<file path="src/design/kvi_pkg.sv">
// -----------------------------------------------------------------------------
// kvi_pkg
// Shared types, codes and arithmetic helpers of the velocity integrator.
// -----------------------------------------------------------------------------
package kvi_pkg;

	localparam int FRAC_BITS   = 16;
	localparam int DAMP_BITS   = 16;
	localparam int SQRT_STEPS  = 32;
	localparam int DIV_STEPS   = 64;
	localparam int CNT_W       = 6;

	localparam logic [2:0] MODE_TICK    = 3'd0;
	localparam logic [2:0] MODE_FORCE   = 3'd1;
	localparam logic [2:0] MODE_IMPULSE = 3'd2;
	localparam logic [2:0] MODE_VELFRC  = 3'd3;
	localparam logic [2:0] MODE_SETVEL  = 3'd4;

	localparam logic [1:0] KIND_CONT    = 2'd0;
	localparam logic [1:0] KIND_IMPULSE = 2'd1;
	localparam logic [1:0] KIND_VEL     = 2'd2;

	localparam logic [2:0] CFG_VLIMIT  = 3'd0;
	localparam logic [2:0] CFG_DAMP    = 3'd1;
	localparam logic [2:0] CFG_GRAV_ON = 3'd2;
	localparam logic [2:0] CFG_GRAV_X  = 3'd3;
	localparam logic [2:0] CFG_GRAV_Y  = 3'd4;
	localparam logic [2:0] CFG_DT      = 3'd5;

	typedef enum logic [4:0] {
		CMD_NONE, CMD_LOAD, CMD_FORCE, CMD_MUL_FDT, CMD_VEL, CMD_MUL_SQ, CMD_SUM,
		CMD_CMP, CMD_SQRT, CMD_MUL_MAG, CMD_DIV_INIT, CMD_DIV, CMD_QUOT,
		CMD_MUL_PDT, CMD_POS, CMD_MUL_DAMP, CMD_DAMP, CMD_OUT
	} kvi_cmd_t;

	typedef enum logic [4:0] {
		S_IDLE, S_FORCE, S_MUL_FDT, S_VEL, S_MUL_SQ, S_SUM, S_CMP, S_SQRT,
		S_MUL_MAG, S_DIV_INIT, S_DIV, S_QUOT, S_MUL_PDT, S_POS, S_MUL_DAMP,
		S_DAMP, S_DONE
	} kvi_state_t;

	typedef struct packed {
		kvi_cmd_t cmd;
	} kvi_ctrl_t;

	typedef struct packed {
		logic tick;
		logic over;
	} kvi_stat_t;

	// Saturate a wide signed value to the signed 32-bit range.
	function automatic logic signed [31:0] sat32(input logic signed [66:0] v);
		logic signed [66:0] hi;
		logic signed [66:0] lo;
		hi = 67'sh0_7FFF_FFFF;
		lo = -67'sh0_8000_0000;
		if (v > hi) begin
			sat32 = 32'sh7FFF_FFFF;
		end else if (v < lo) begin
			sat32 = 32'sh8000_0000;
		end else begin
			sat32 = v[31:0];
		end
	endfunction

	function automatic logic signed [31:0] add_sat(input logic signed [31:0] a,
			input logic signed [65:0] b);
		logic signed [66:0] s;
		s = 67'(a) + 67'(b);
		add_sat = sat32(s);
	endfunction

endpackage

</file>
<file path="src/design/kvi_ctrl.sv">
// -----------------------------------------------------------------------------
// kvi_ctrl
// Sequencer of the integrator: steps the datapath through one item.
// -----------------------------------------------------------------------------
module kvi_ctrl (
	input  logic                clk,
	input  logic                arst_n,
	input  logic                in_valid,
	output logic                in_stall,
	output logic                out_valid,
	input  logic                out_stall,
	input  kvi_pkg::kvi_stat_t  stat,
	output kvi_pkg::kvi_ctrl_t  ctrl
);

	kvi_pkg::kvi_state_t state_q, state_d;
	logic [kvi_pkg::CNT_W-1:0] cnt_q;
	logic out_valid_q;
	logic slot_free;

	assign in_stall  = (state_q != kvi_pkg::S_IDLE);
	assign out_valid = out_valid_q;
	assign slot_free = !out_valid_q || !out_stall;

	always_comb begin
		state_d = state_q;
		unique case (state_q)
			kvi_pkg::S_IDLE: begin
				if (in_valid) state_d = stat.tick ? kvi_pkg::S_FORCE : kvi_pkg::S_DONE;
			end
			kvi_pkg::S_FORCE:    state_d = kvi_pkg::S_MUL_FDT;
			kvi_pkg::S_MUL_FDT:  state_d = kvi_pkg::S_VEL;
			kvi_pkg::S_VEL:      state_d = kvi_pkg::S_MUL_SQ;
			kvi_pkg::S_MUL_SQ:   state_d = kvi_pkg::S_SUM;
			kvi_pkg::S_SUM:      state_d = kvi_pkg::S_CMP;
			kvi_pkg::S_CMP:      state_d = stat.over ? kvi_pkg::S_SQRT : kvi_pkg::S_MUL_PDT;
			kvi_pkg::S_SQRT: begin
				if (cnt_q == kvi_pkg::CNT_W'(kvi_pkg::SQRT_STEPS - 1))
					state_d = kvi_pkg::S_MUL_MAG;
			end
			kvi_pkg::S_MUL_MAG:  state_d = kvi_pkg::S_DIV_INIT;
			kvi_pkg::S_DIV_INIT: state_d = kvi_pkg::S_DIV;
			kvi_pkg::S_DIV: begin
				if (cnt_q == kvi_pkg::CNT_W'(kvi_pkg::DIV_STEPS - 1))
					state_d = kvi_pkg::S_QUOT;
			end
			kvi_pkg::S_QUOT:     state_d = kvi_pkg::S_MUL_PDT;
			kvi_pkg::S_MUL_PDT:  state_d = kvi_pkg::S_POS;
			kvi_pkg::S_POS:      state_d = kvi_pkg::S_MUL_DAMP;
			kvi_pkg::S_MUL_DAMP: state_d = kvi_pkg::S_DAMP;
			kvi_pkg::S_DAMP:     state_d = kvi_pkg::S_DONE;
			kvi_pkg::S_DONE: begin
				if (slot_free) state_d = kvi_pkg::S_IDLE;
			end
			default:             state_d = kvi_pkg::S_IDLE;
		endcase
	end

	always_comb begin
		ctrl.cmd = kvi_pkg::CMD_NONE;
		unique case (state_q)
			kvi_pkg::S_IDLE:     if (in_valid) ctrl.cmd = kvi_pkg::CMD_LOAD;
			kvi_pkg::S_FORCE:    ctrl.cmd = kvi_pkg::CMD_FORCE;
			kvi_pkg::S_MUL_FDT:  ctrl.cmd = kvi_pkg::CMD_MUL_FDT;
			kvi_pkg::S_VEL:      ctrl.cmd = kvi_pkg::CMD_VEL;
			kvi_pkg::S_MUL_SQ:   ctrl.cmd = kvi_pkg::CMD_MUL_SQ;
			kvi_pkg::S_SUM:      ctrl.cmd = kvi_pkg::CMD_SUM;
			kvi_pkg::S_CMP:      ctrl.cmd = kvi_pkg::CMD_CMP;
			kvi_pkg::S_SQRT:     ctrl.cmd = kvi_pkg::CMD_SQRT;
			kvi_pkg::S_MUL_MAG:  ctrl.cmd = kvi_pkg::CMD_MUL_MAG;
			kvi_pkg::S_DIV_INIT: ctrl.cmd = kvi_pkg::CMD_DIV_INIT;
			kvi_pkg::S_DIV:      ctrl.cmd = kvi_pkg::CMD_DIV;
			kvi_pkg::S_QUOT:     ctrl.cmd = kvi_pkg::CMD_QUOT;
			kvi_pkg::S_MUL_PDT:  ctrl.cmd = kvi_pkg::CMD_MUL_PDT;
			kvi_pkg::S_POS:      ctrl.cmd = kvi_pkg::CMD_POS;
			kvi_pkg::S_MUL_DAMP: ctrl.cmd = kvi_pkg::CMD_MUL_DAMP;
			kvi_pkg::S_DAMP:     ctrl.cmd = kvi_pkg::CMD_DAMP;
			kvi_pkg::S_DONE:     if (slot_free) ctrl.cmd = kvi_pkg::CMD_OUT;
			default:             ctrl.cmd = kvi_pkg::CMD_NONE;
		endcase
	end

	always_ff @(posedge clk or negedge arst_n) begin
		if (!arst_n) begin
			state_q     <= kvi_pkg::S_IDLE;
			cnt_q       <= '0;
			out_valid_q <= 1'b0;
		end else begin
			state_q <= state_d;
			if (state_q == kvi_pkg::S_SQRT || state_q == kvi_pkg::S_DIV) begin
				cnt_q <= cnt_q + 1'b1;
			end else begin
				cnt_q <= '0;
			end
			if (ctrl.cmd == kvi_pkg::CMD_OUT) begin
				out_valid_q <= 1'b1;
			end else if (!out_stall) begin
				out_valid_q <= 1'b0;
			end
		end
	end

endmodule

</file>
<file path="config.mk">
export PLATFORM = sky130hd
export DESIGN_NAME = kvi_ctrl
export DESIGN_NICKNAME = d
export VERILOG_FILES = /design/src/design/kvi_pkg.sv /design/src/design/kvi_ctrl.sv
export SDC_FILE = /design/constraint.sdc
export NUM_CORES = 1
export LEC_CHECK = 0
export BUFFER_PORTS_ARGS = -buffer_cell sky130_fd_sc_hd__buf_2
export CORE_UTILIZATION = 56
export CTS_CLUSTER_DIAMETER = 60
export DETAILED_ROUTE_END_ITERATION = 7
export PLACE_DENSITY = 0.84
export SYNTH_ARGS = -nofsm -noshare
export SYNTH_HDL_FRONTEND = slang
export SYNTH_SLANG_ARGS = --single-unit
</file>
<file path="constraint.sdc">
create_clock -name clk -period 4.2 [get_ports clk]
set_input_delay 0.21 -clock clk [delete_from_list [all_inputs] [get_ports clk]]
set_output_delay 0.21 -clock clk [all_outputs]
set_load 0.02 [all_outputs]
</file>
== After elaboration in Yosys (flattened, before gate mapping) ==
Cells that the tools add are included.

* Flip-flop bits (word level): 12

* Add/subtract/negate cells: 1
* Eq/ne operators: 24
* Muxes and demuxes: 13
* Reduce and logical (&&, ||, !) cells: 7

{| class="wikitable"
|+ Operator list
! kind !! number
|-
| $pmux 5 s17 || 2
|-
| $eq 5x4->1 const B || 8
|-
| $mux 5 || 6
|-
| $eq 5x3->1 const B || 4
|-
| $eq 5x2->1 const B || 2
|-
| $eq 5x5->1 const B || 2
|-
| $ne 2x2->1 const B || 4
|-
| $add 6x1->6 const B || 1
|-
| $eq 6x5->1 const B || 1
|-
| $eq 6x6->1 const B || 1
|-
| $mux 6 || 1
|-
| $eq 5x1->1 const B || 1
|-
| $logic_not 5->1 || 1
|-
| $reduce_bool 5->1 || 1
|-
| $mux 4 || 1
|-
| $reduce_and 4->1 || 1
|-
| $mux 1 || 3
|-
| $logic_not 1->1 || 2
|-
| $logic_or 1x1->1 || 2
|-
| $ne 2x1->1 const B || 1
|}

== Longest topological paths before layout ==
Gate-level depths: netlist (run 1).

* Depth after elaboration: 6
* Mapped depth: 5
* Depth with buffers taken out: 5

== Worst setup path before layout (run 1) ==
OpenSTA, ideal clock, no wires.

* Path type: flip-flop to output port
* Start point: register state_q[0]
* End point: output ctrl[4] (netlist name)
* Buffers on the path: 1
* Cell stages (with the launch flop): 4
* Slack: 2.656 ns
* Arrival: 1.334 ns
* Cells stage by stage: dfrtp_1 > clkbuf_1 > nand3_1 > o21ai_0

{| class="wikitable"
|+ RTL lines
! what !! line !! text
|-
| from (decl) || kvi_ctrl.sv:16 || <nowiki>kvi_pkg::kvi_state_t state_q, state_d;</nowiki>
|-
| from (signal assigned) || kvi_ctrl.sv:85 || <nowiki>state_q <= kvi_pkg::S_IDLE;</nowiki>
|-
| from (signal assigned) || kvi_ctrl.sv:89 || <nowiki>state_q <= state_d;</nowiki>
|-
| to (decl) || kvi_ctrl.sv:13 || <nowiki>output kvi_pkg::kvi_ctrl_t ctrl</nowiki>
|}

==> results of run 1 <==
## cells in the final DEF, fill, tap and decap left out, types with 2 or more instances in the layout
cell type	instances
nand3_1	5
xor2_1	2
a21oi_1	4
clkbuf_4	3
nor2_1	14
nand2_1	5
xnor2_1	5
o21ai_0	8
inv_1	8
buf_2	12
nor3_1	3
dfrtp_1	12
## power groups by stage
stage	sequential, W	clock (W)	combinational, W
2_1_floorplan	0.000165	0	0.000261
3_3_place_gp	0.000211	0	0.000271
3_5_place_dp	0.000212	0	0.000279
4_1_cts	0.000210	0.0000719	0.000280
5_1_grt	0.000219	0.0000795	0.000319
6_report	0.000211	0.0000698	0.000278
## worst min-delay path: stages
cell     delay [ns]
buf_2          0.09
nand2_1        0.09
o21ai_0        0.09
## worst max-delay path by stage
stage                                   endpoint  slack, ns                    from
after floorplan                          ctrl[4]       2.66  state_q[0]$_DFFE_PN0P_
after global placement    state_q[0]$_DFFE_PN0P_       2.57      cnt_q[0]$_DFF_PN0_
after detailed placement                 ctrl[4]       2.55  state_q[0]$_DFFE_PN0P_
after CTS                                ctrl[4]       2.24  state_q[0]$_DFFE_PN0P_
after global routing                     ctrl[4]       2.11  state_q[0]$_DFFE_PN0P_
final                                    ctrl[4]       2.24  state_q[0]$_DFFE_PN0P_
## synthesized netlist by cell type
| cell | count | area [µm²] |
|---|---|---|
| nand2_1 | 5 | 18.8 |
| o221ai_1 | 1 | 8.76 |
| nor3_1 | 3 | 15.0 |
| nand4_1 | 1 | 6.26 |
| o21ai_1 | 1 | 5.00 |
| and2_2 | 1 | 7.51 |
| clkbuf_1 | 3 | 11.3 |
| xnor2_1 | 5 | 43.8 |
| nor4_1 | 1 | 6.26 |
| nand3_1 | 5 | 25.0 |
| o31a_1 | 1 | 8.76 |
| buf_6 | 1 | 11.3 |
| o22ai_2 | 1 | 12.5 |
| dfrtp_1 | 12 | 300 |
| ha_1 | 1 | 12.5 |
| o21ai_0 | 8 | 40.0 |
| a22oi_1 | 1 | 7.51 |
| a311oi_1 | 1 | 8.76 |
| a211oi_1 | 1 | 7.51 |
| and3_1 | 1 | 6.26 |
| inv_1 | 8 | 30.0 |
| a31oi_1 | 1 | 6.26 |
| buf_2 | 1 | 5.00 |
| nor2_1 | 14 | 52.6 |
| o2111a_1 | 1 | 11.3 |
| or4b_1 | 1 | 10.0 |
| xor2_1 | 2 | 17.5 |
| a21oi_1 | 4 | 20.0 |
| or4_4 | 1 | 11.3 |
## per-stage QoR
| stage | hold slack (ns) | instance area, µm² |
|---|---|---|
| floorplan | -0.0856 | 727 |
| detailed placement | 0.100 | 777 |
| finish | 0.245 | 810 |
| global placement | 0.0941 | 777 |
| CTS | 0.247 | 810 |
| global route | 0.250 | 810 |
## routing by layer
| metal | share of wire [%] | vias up |
|---|---|---|
| met5 | 0 | - |
| met4 | 1.5 | 0 |
| met3 | 7.1 | 4 |
| met2 | 50 | 26 |
| met1 | 42 | 287 |
| li1 | - | 326 |
## cell families after synthesis
family	after synthesis	synth area share, %
buf+inv	13	7.92
fa+ha+maj	1	1.72
flops	12	41.3
xor+xnor	7	8.43
compound gates	21	18.8
simple gates	33	21.9
## cell type report
class	instances	area, µm²	area share (%)
clock buffers	3	22.5	2.78
inverters	8	30.0	3.71
multi-input cells	62	369	45.6
flip-flops and latches	12	300	37.1
well taps	14	17.5	2.16
repair buffers	13	70.1	8.66
## repair_timing
item | in CTS | in global routing
gates resized for setup | 0 | 0
hold endpoints to repair | 12 | 0
hold buffers | 1 | 0
## state kept, by name, summed over array words and instances, names as in the netlist
register	count
cnt_q	6
state_q	5
out_valid	1
==> run metrics, run 1 <==
sum of net half-perimeters after detailed placement=about 1200 µm; largest fanout on the critical path=15; filler cell count in the final layout=99; start-to-end type of the worst setup path=flop to output port; area of the core region=between 1000 and 1500 µm²; internal power=0.000288 W; worst-margin pin slew=0.507 ns; total net switching power=0.000271 W; sequential area share after synthesis=approximately two fifths; worst path required time=between 3 and 4 ns; startpoint of the tightest hold check path=out_stall; Peak Freq=slightly above 0.5 GHz; first-pass GRT wire length=2680 µm; Worst path slowest cell=dfrtp_1; cell at the root of the clock tree=clkbuf_4; worst hold endpoint=out_valid$_DFFE_PN0P_; Setup TNS=0 ns; number of distinct library cell variants in the gate-level netlist after synthesis=29; clock tree skew after final layout=0.00722 ns; number of CTS-inserted buffers=3; hold crit path type=input pin to flop; die width=38.0 µm; Yosys Warn Count=0; Final Setup Violations=0; count of pins over their slew limit=0; met3 Track Usage GR=under 10%; full die area=approximately 1400 µm²; chain of cells forming the critical path=nor4_1 > nand3_1 > o21ai_0 > buf_2; Detail Route Antenna Nets=0; max-slew headroom at the worst pin=between 60% and 70%; combinational share of power=between 40% and 50%; DRT iter0 DRCs=33; cell depth of the worst setup path=4; Switching Share=between 40% and 50%; antenna diode count=0; pre-CTS setup slack=around 2.6 ns; total of buffers placed on input and output ports=12; overall power consumption=roughly 0.00056 W; Vias/cell=between 5 and 6; number of placed instances with taps included=108; met1 track demand over resource in global routing=36.9%; met2 usage in global routing=between 40% and 50%; number of maximum-capacitance constraint violations=0; routed vias=~640; outcome=completed; peak supply drop=0.405 mV; share of cells above drive strength 1=between 10% and 20%; Crit path max-delay family=simple AND/OR/NAND/NOR gates; Total Wirelength=approximately 1500 µm; Most Crowded Layer GR=met2; number of remaining DRC errors=0; sequential share of power=37.8%; Clock Sink Count=12; end-of-flow core utilization=between 70% and 80%; setup repair after global routing missed its margin=no; average footprint of a synthesized cell=between 8 and 9 µm²; Clk pwr share=12.5%; total global routing track utilization=around 28%; Initial Utilization=a little over three fifths; post-route non-filler standard cell count=approximately 110; clock-pin transition on the worst setup and hold timing paths=~0.07 ns; clock tree from TritonCTS=yes; endpoint of the worst register-to-register path=state_q[2]$_DFFE_PN0P_; final number of hold-violating endpoints=0; worst reg2reg path startpoint=cnt_q[0]$_DFF_PN0_; vias in the first global route=609; row count=12; number of antenna violations at the first check in global routing=0; number of cells traversed by the worst register-to-register path=5; Critical path buffers and inverters=1; routed wirelength normalized by instance count=13.4 µm; final-stage net count=approximately 110; hold path depth=3; buffer count from post-CTS setup fixing=0; final weighted congestion in routability-driven placement=just under 0.9; post-synthesis instance area=slightly above 700 µm²; largest net degree at the start of global routing=18; Period Utilization, post-route=approximately 47%; number of detailed-route iterations in the first pass=4; die height=approximately 38 µm; final period demand of the worst path=around 2 ns; deepest clock path buffer count=2; crit path DAT=around 1.8 ns; worst setup slack after layout=around 2.2 ns; crit start category=flop; Worst R2R Setup Slack=between 2 and 3 ns; Synth Net Count=94; final global-route overflow total=0; total leakage power=0.356 nW; worst-skew pair later-pin latency=around 0.27 ns; ports placed on the boundary=13; delay of the slowest cell on the worst path=between 0.5 and 0.6 ns; CTS H-tree depth=1; growth of design area from synthesis to finish=11.4%; cell area power density=slightly below 700 nW/µm²; critical path capture point type=output port; count of mapped cells out of synthesis=87; #FFs+latches synth=12
Note: power is estimated with default switching activity, not from simulation.
==> run 2, diff against run 1 <==
- CORE_UTILIZATION: 56 -> 52
- PLACE_DENSITY: 0.84 -> 0.79
- clock period: 4.2 -> 1.9 ns (I/O delays scaled with it)
==> run 2 against run 1 <==
Effect of this change: sequential cell count is the same; via count shrank 0.16%; first-iteration DRC count shrank 33%; global-route usage shrank 5.8 points; power grew 130%; count of clock-buffer cells in the layout grew 1; worst hold slack lost 0.13 ns; non-clock buffer count grew 1; register-to-register slack lost 2.3 ns; clock skew shrank 0.0050 ns.
==> run metrics, run 2 (synthesis gave the netlist of run 1 again) <==
outcome=completed (unchanged); Period Utilization, post-route=between 90% and 100%; number of antenna violations at the first check in global routing=0 (unchanged); total global routing track utilization=22.1% (was 27.9%); number of detailed-route iterations in the first pass=4 (unchanged); routed wirelength normalized by instance count=12.5 µm (was 13.4 µm); clock tree from TritonCTS=yes (unchanged); worst path required time=1.80 ns (was 3.99 ns); clock tree skew after final layout=0.00222 ns (was 0.00722 ns); growth of design area from synthesis to finish=15.1% (was 11.4%); worst-margin pin slew=0.486 ns (was 0.507 ns); setup repair after global routing missed its margin=no (unchanged); overall power consumption=0.00130 W (was 0.000559 W); first-pass GRT wire length=2260 µm (was 2680 µm); cell area power density=1560 nW/µm² (was 691 nW/µm²); max reg flops=6 (unchanged); full die area=1550 µm² (was 1450 µm²); critical path capture point type=output port (unchanged); number of remaining DRC errors=0 (unchanged); number of maximum-capacitance constraint violations=0 (unchanged); number of CTS-inserted buffers=3 (unchanged); Crit path max-delay family=simple AND/OR/NAND/NOR gates (unchanged); final number of hold-violating endpoints=0 (unchanged); most frequent cells in the layout=nor2_1 (14), dfrtp_1 (12), buf_2 (12), inv_1 (8), o21ai_0 (8) (unchanged); top register by number of flip-flops=cnt_q (unchanged); final weighted congestion in routability-driven placement=0.793 (was 0.873); antenna diode count=0 (unchanged); Final Cell Area=837 µm² (was 810 µm²); peak supply drop=0.759 mV (was 0.405 mV); worst hold slack across all endpoints=0.117 ns (was 0.245 ns); hold crit path type=input pin to flop (unchanged); Critical path buffers and inverters=1 (unchanged); cell at the root of the clock tree=clkbuf_4 (unchanged); ports placed on the boundary=13 (unchanged); worst-skew pair later-pin latency=0.27 ns (about the same); final global-route overflow total=0 (unchanged); routed vias=642 (was 643); Clock Sink Count=12 (unchanged); start-to-end type of the worst setup path=flop to output port (unchanged); area post-placement=786 µm² (was 777 µm²); buffer count from post-CTS setup fixing=0 (unchanged); worst setup slack after layout=0.136 ns (was 2.24 ns); pre-CTS setup slack=0.313 ns (was 2.55 ns); area of the core region=1300 µm² (was 1160 µm²); Worst path slowest cell=nor4_1 (was dfrtp_1); Setup TNS=0 ns (unchanged); Vias/cell=5.58 (was 5.74); clock-pin transition on the worst setup and hold timing paths=0.07 ns (about the same); largest net degree at the start of global routing=18 (unchanged); share of cells above drive strength 1=21.0% (was 18.4%); die height=39.4 µm (was 38.0 µm); Detail Route Antenna Nets=0 (unchanged); Total Wirelength=1440 µm (was 1500 µm); final-stage net count=108 (was 107); DRT iter0 DRCs=22 (was 33); CTS H-tree depth=1 (unchanged); max-slew headroom at the worst pin=67.6% (was 65.9%); deepest clock path buffer count=2 (unchanged); total leakage power=0.369 nW (was 0.356 nW); commonest non-fill, non-tap cell in the layout=nor2_1 (unchanged); vias in the first global route=547 (was 609); delay of the slowest cell on the worst path=0.50 ns (was 0.54 ns); final period demand of the worst path=between 1.5 and 2 ns; total of buffers placed on input and output ports=12 (unchanged); Final Setup Violations=0 (unchanged); crit start category=flop (unchanged); crit path DAT=1.67 ns (was 1.75 ns); sum of net half-perimeters after detailed placement=1070 µm (was 1160 µm); Peak Freq=0.567 GHz; count of pins over their slew limit=0 (unchanged); Initial Utilization=55.9% (was 62.9%); die width=39.4 µm (was 38.0 µm); row count=13 (was 12); largest fanout on the critical path=9 (was 15); chain of cells forming the critical path=nor4_1 > nand3_1 > o21ai_0 > buf_2 (unchanged)
## run 2: cell types whose count changed in the layout (fill, tap and decap cells not counted)
cell,previous run,this run
clkbuf_8,0,1
nor3_2,0,1
buf_4,0,1
nor3_1,3,2
## run 2: path summary, 6_finish.rpt
kind                                         from                endpoint  slack (ns)  cells after the start
max in group asynchronous                  arst_n      cnt_q[0]$_DFF_PN0_        1.46                      2
min reg2reg                    cnt_q[0]$_DFF_PN0_      cnt_q[0]$_DFF_PN0_        0.46                      1
min in group asynchronous                  arst_n  state_q[2]$_DFFE_PN0P_        0.22                      2
min                                     out_stall   out_valid$_DFFE_PN0P_        0.12                      3
max reg2reg                    cnt_q[0]$_DFF_PN0_  state_q[1]$_DFFE_PN0P_        0.31                      5
max                        state_q[1]$_DFFE_PN0P_                 ctrl[4]        0.14                      4
## run 2: worst register-to-register path, cell delays in order (launching register included)
cell     delay [ns]
dfrtp_1        0.40
ha_1           0.24
nand4_1        0.12
o21ai_0        0.10
or4b_1         0.55
o21ai_0        0.10
## run 2: area by class of cell
| class | count | area [µm²] |
|---|---|---|
| repair buffers | 14 | 77.6 |
| flip-flops and latches | 12 | 300 |
| clock buffers | 4 | 36.3 |
| inverters | 8 | 30.0 |
| well taps | 15 | 18.8 |
| fillers | 108 | 464 |
| multi-input cells | 62 | 374 |
## run 2: report_power, final
part / total, W / leakage [nW] / switching (W) / internal [W]
registers: 0.000459 / 0.159 / 0.000142 / 0.000318
clock network: 0.000199 / 0.0210 / 0.0000821 / 0.000116
logic: 0.000646 / 0.189 / 0.000383 / 0.000263
total: 0.00130 / 0.369 / 0.000606 / 0.000697
## run 2: what timing repair did
item	4_1_cts	5_1_grt
hold buffers	1	0
endpoints found under the hold margin	12	0
endpoints found under the setup margin	0	1
resized for setup	0	1
## run 2: per-layer routing
layer / vias up / routed length [µm] / GRT usage [%]
li1: 328 / - / -
met1: 295 / 654 / 29.7
met2: 19 / 710 / 34.6
met3: 0 / 74 / 8.52
met4: 0 / 0 / 2.59
met5: - / 0 / 0
## run 2: metrics by stage
step / cells / util (%)
after detailed placement: 110 / 60.4
after global routing: 115 / 64.3
after global placement: 110 / 60.4
after floorplan: 87 / -
final: 115 / 64.3
after CTS: 115 / 63.9
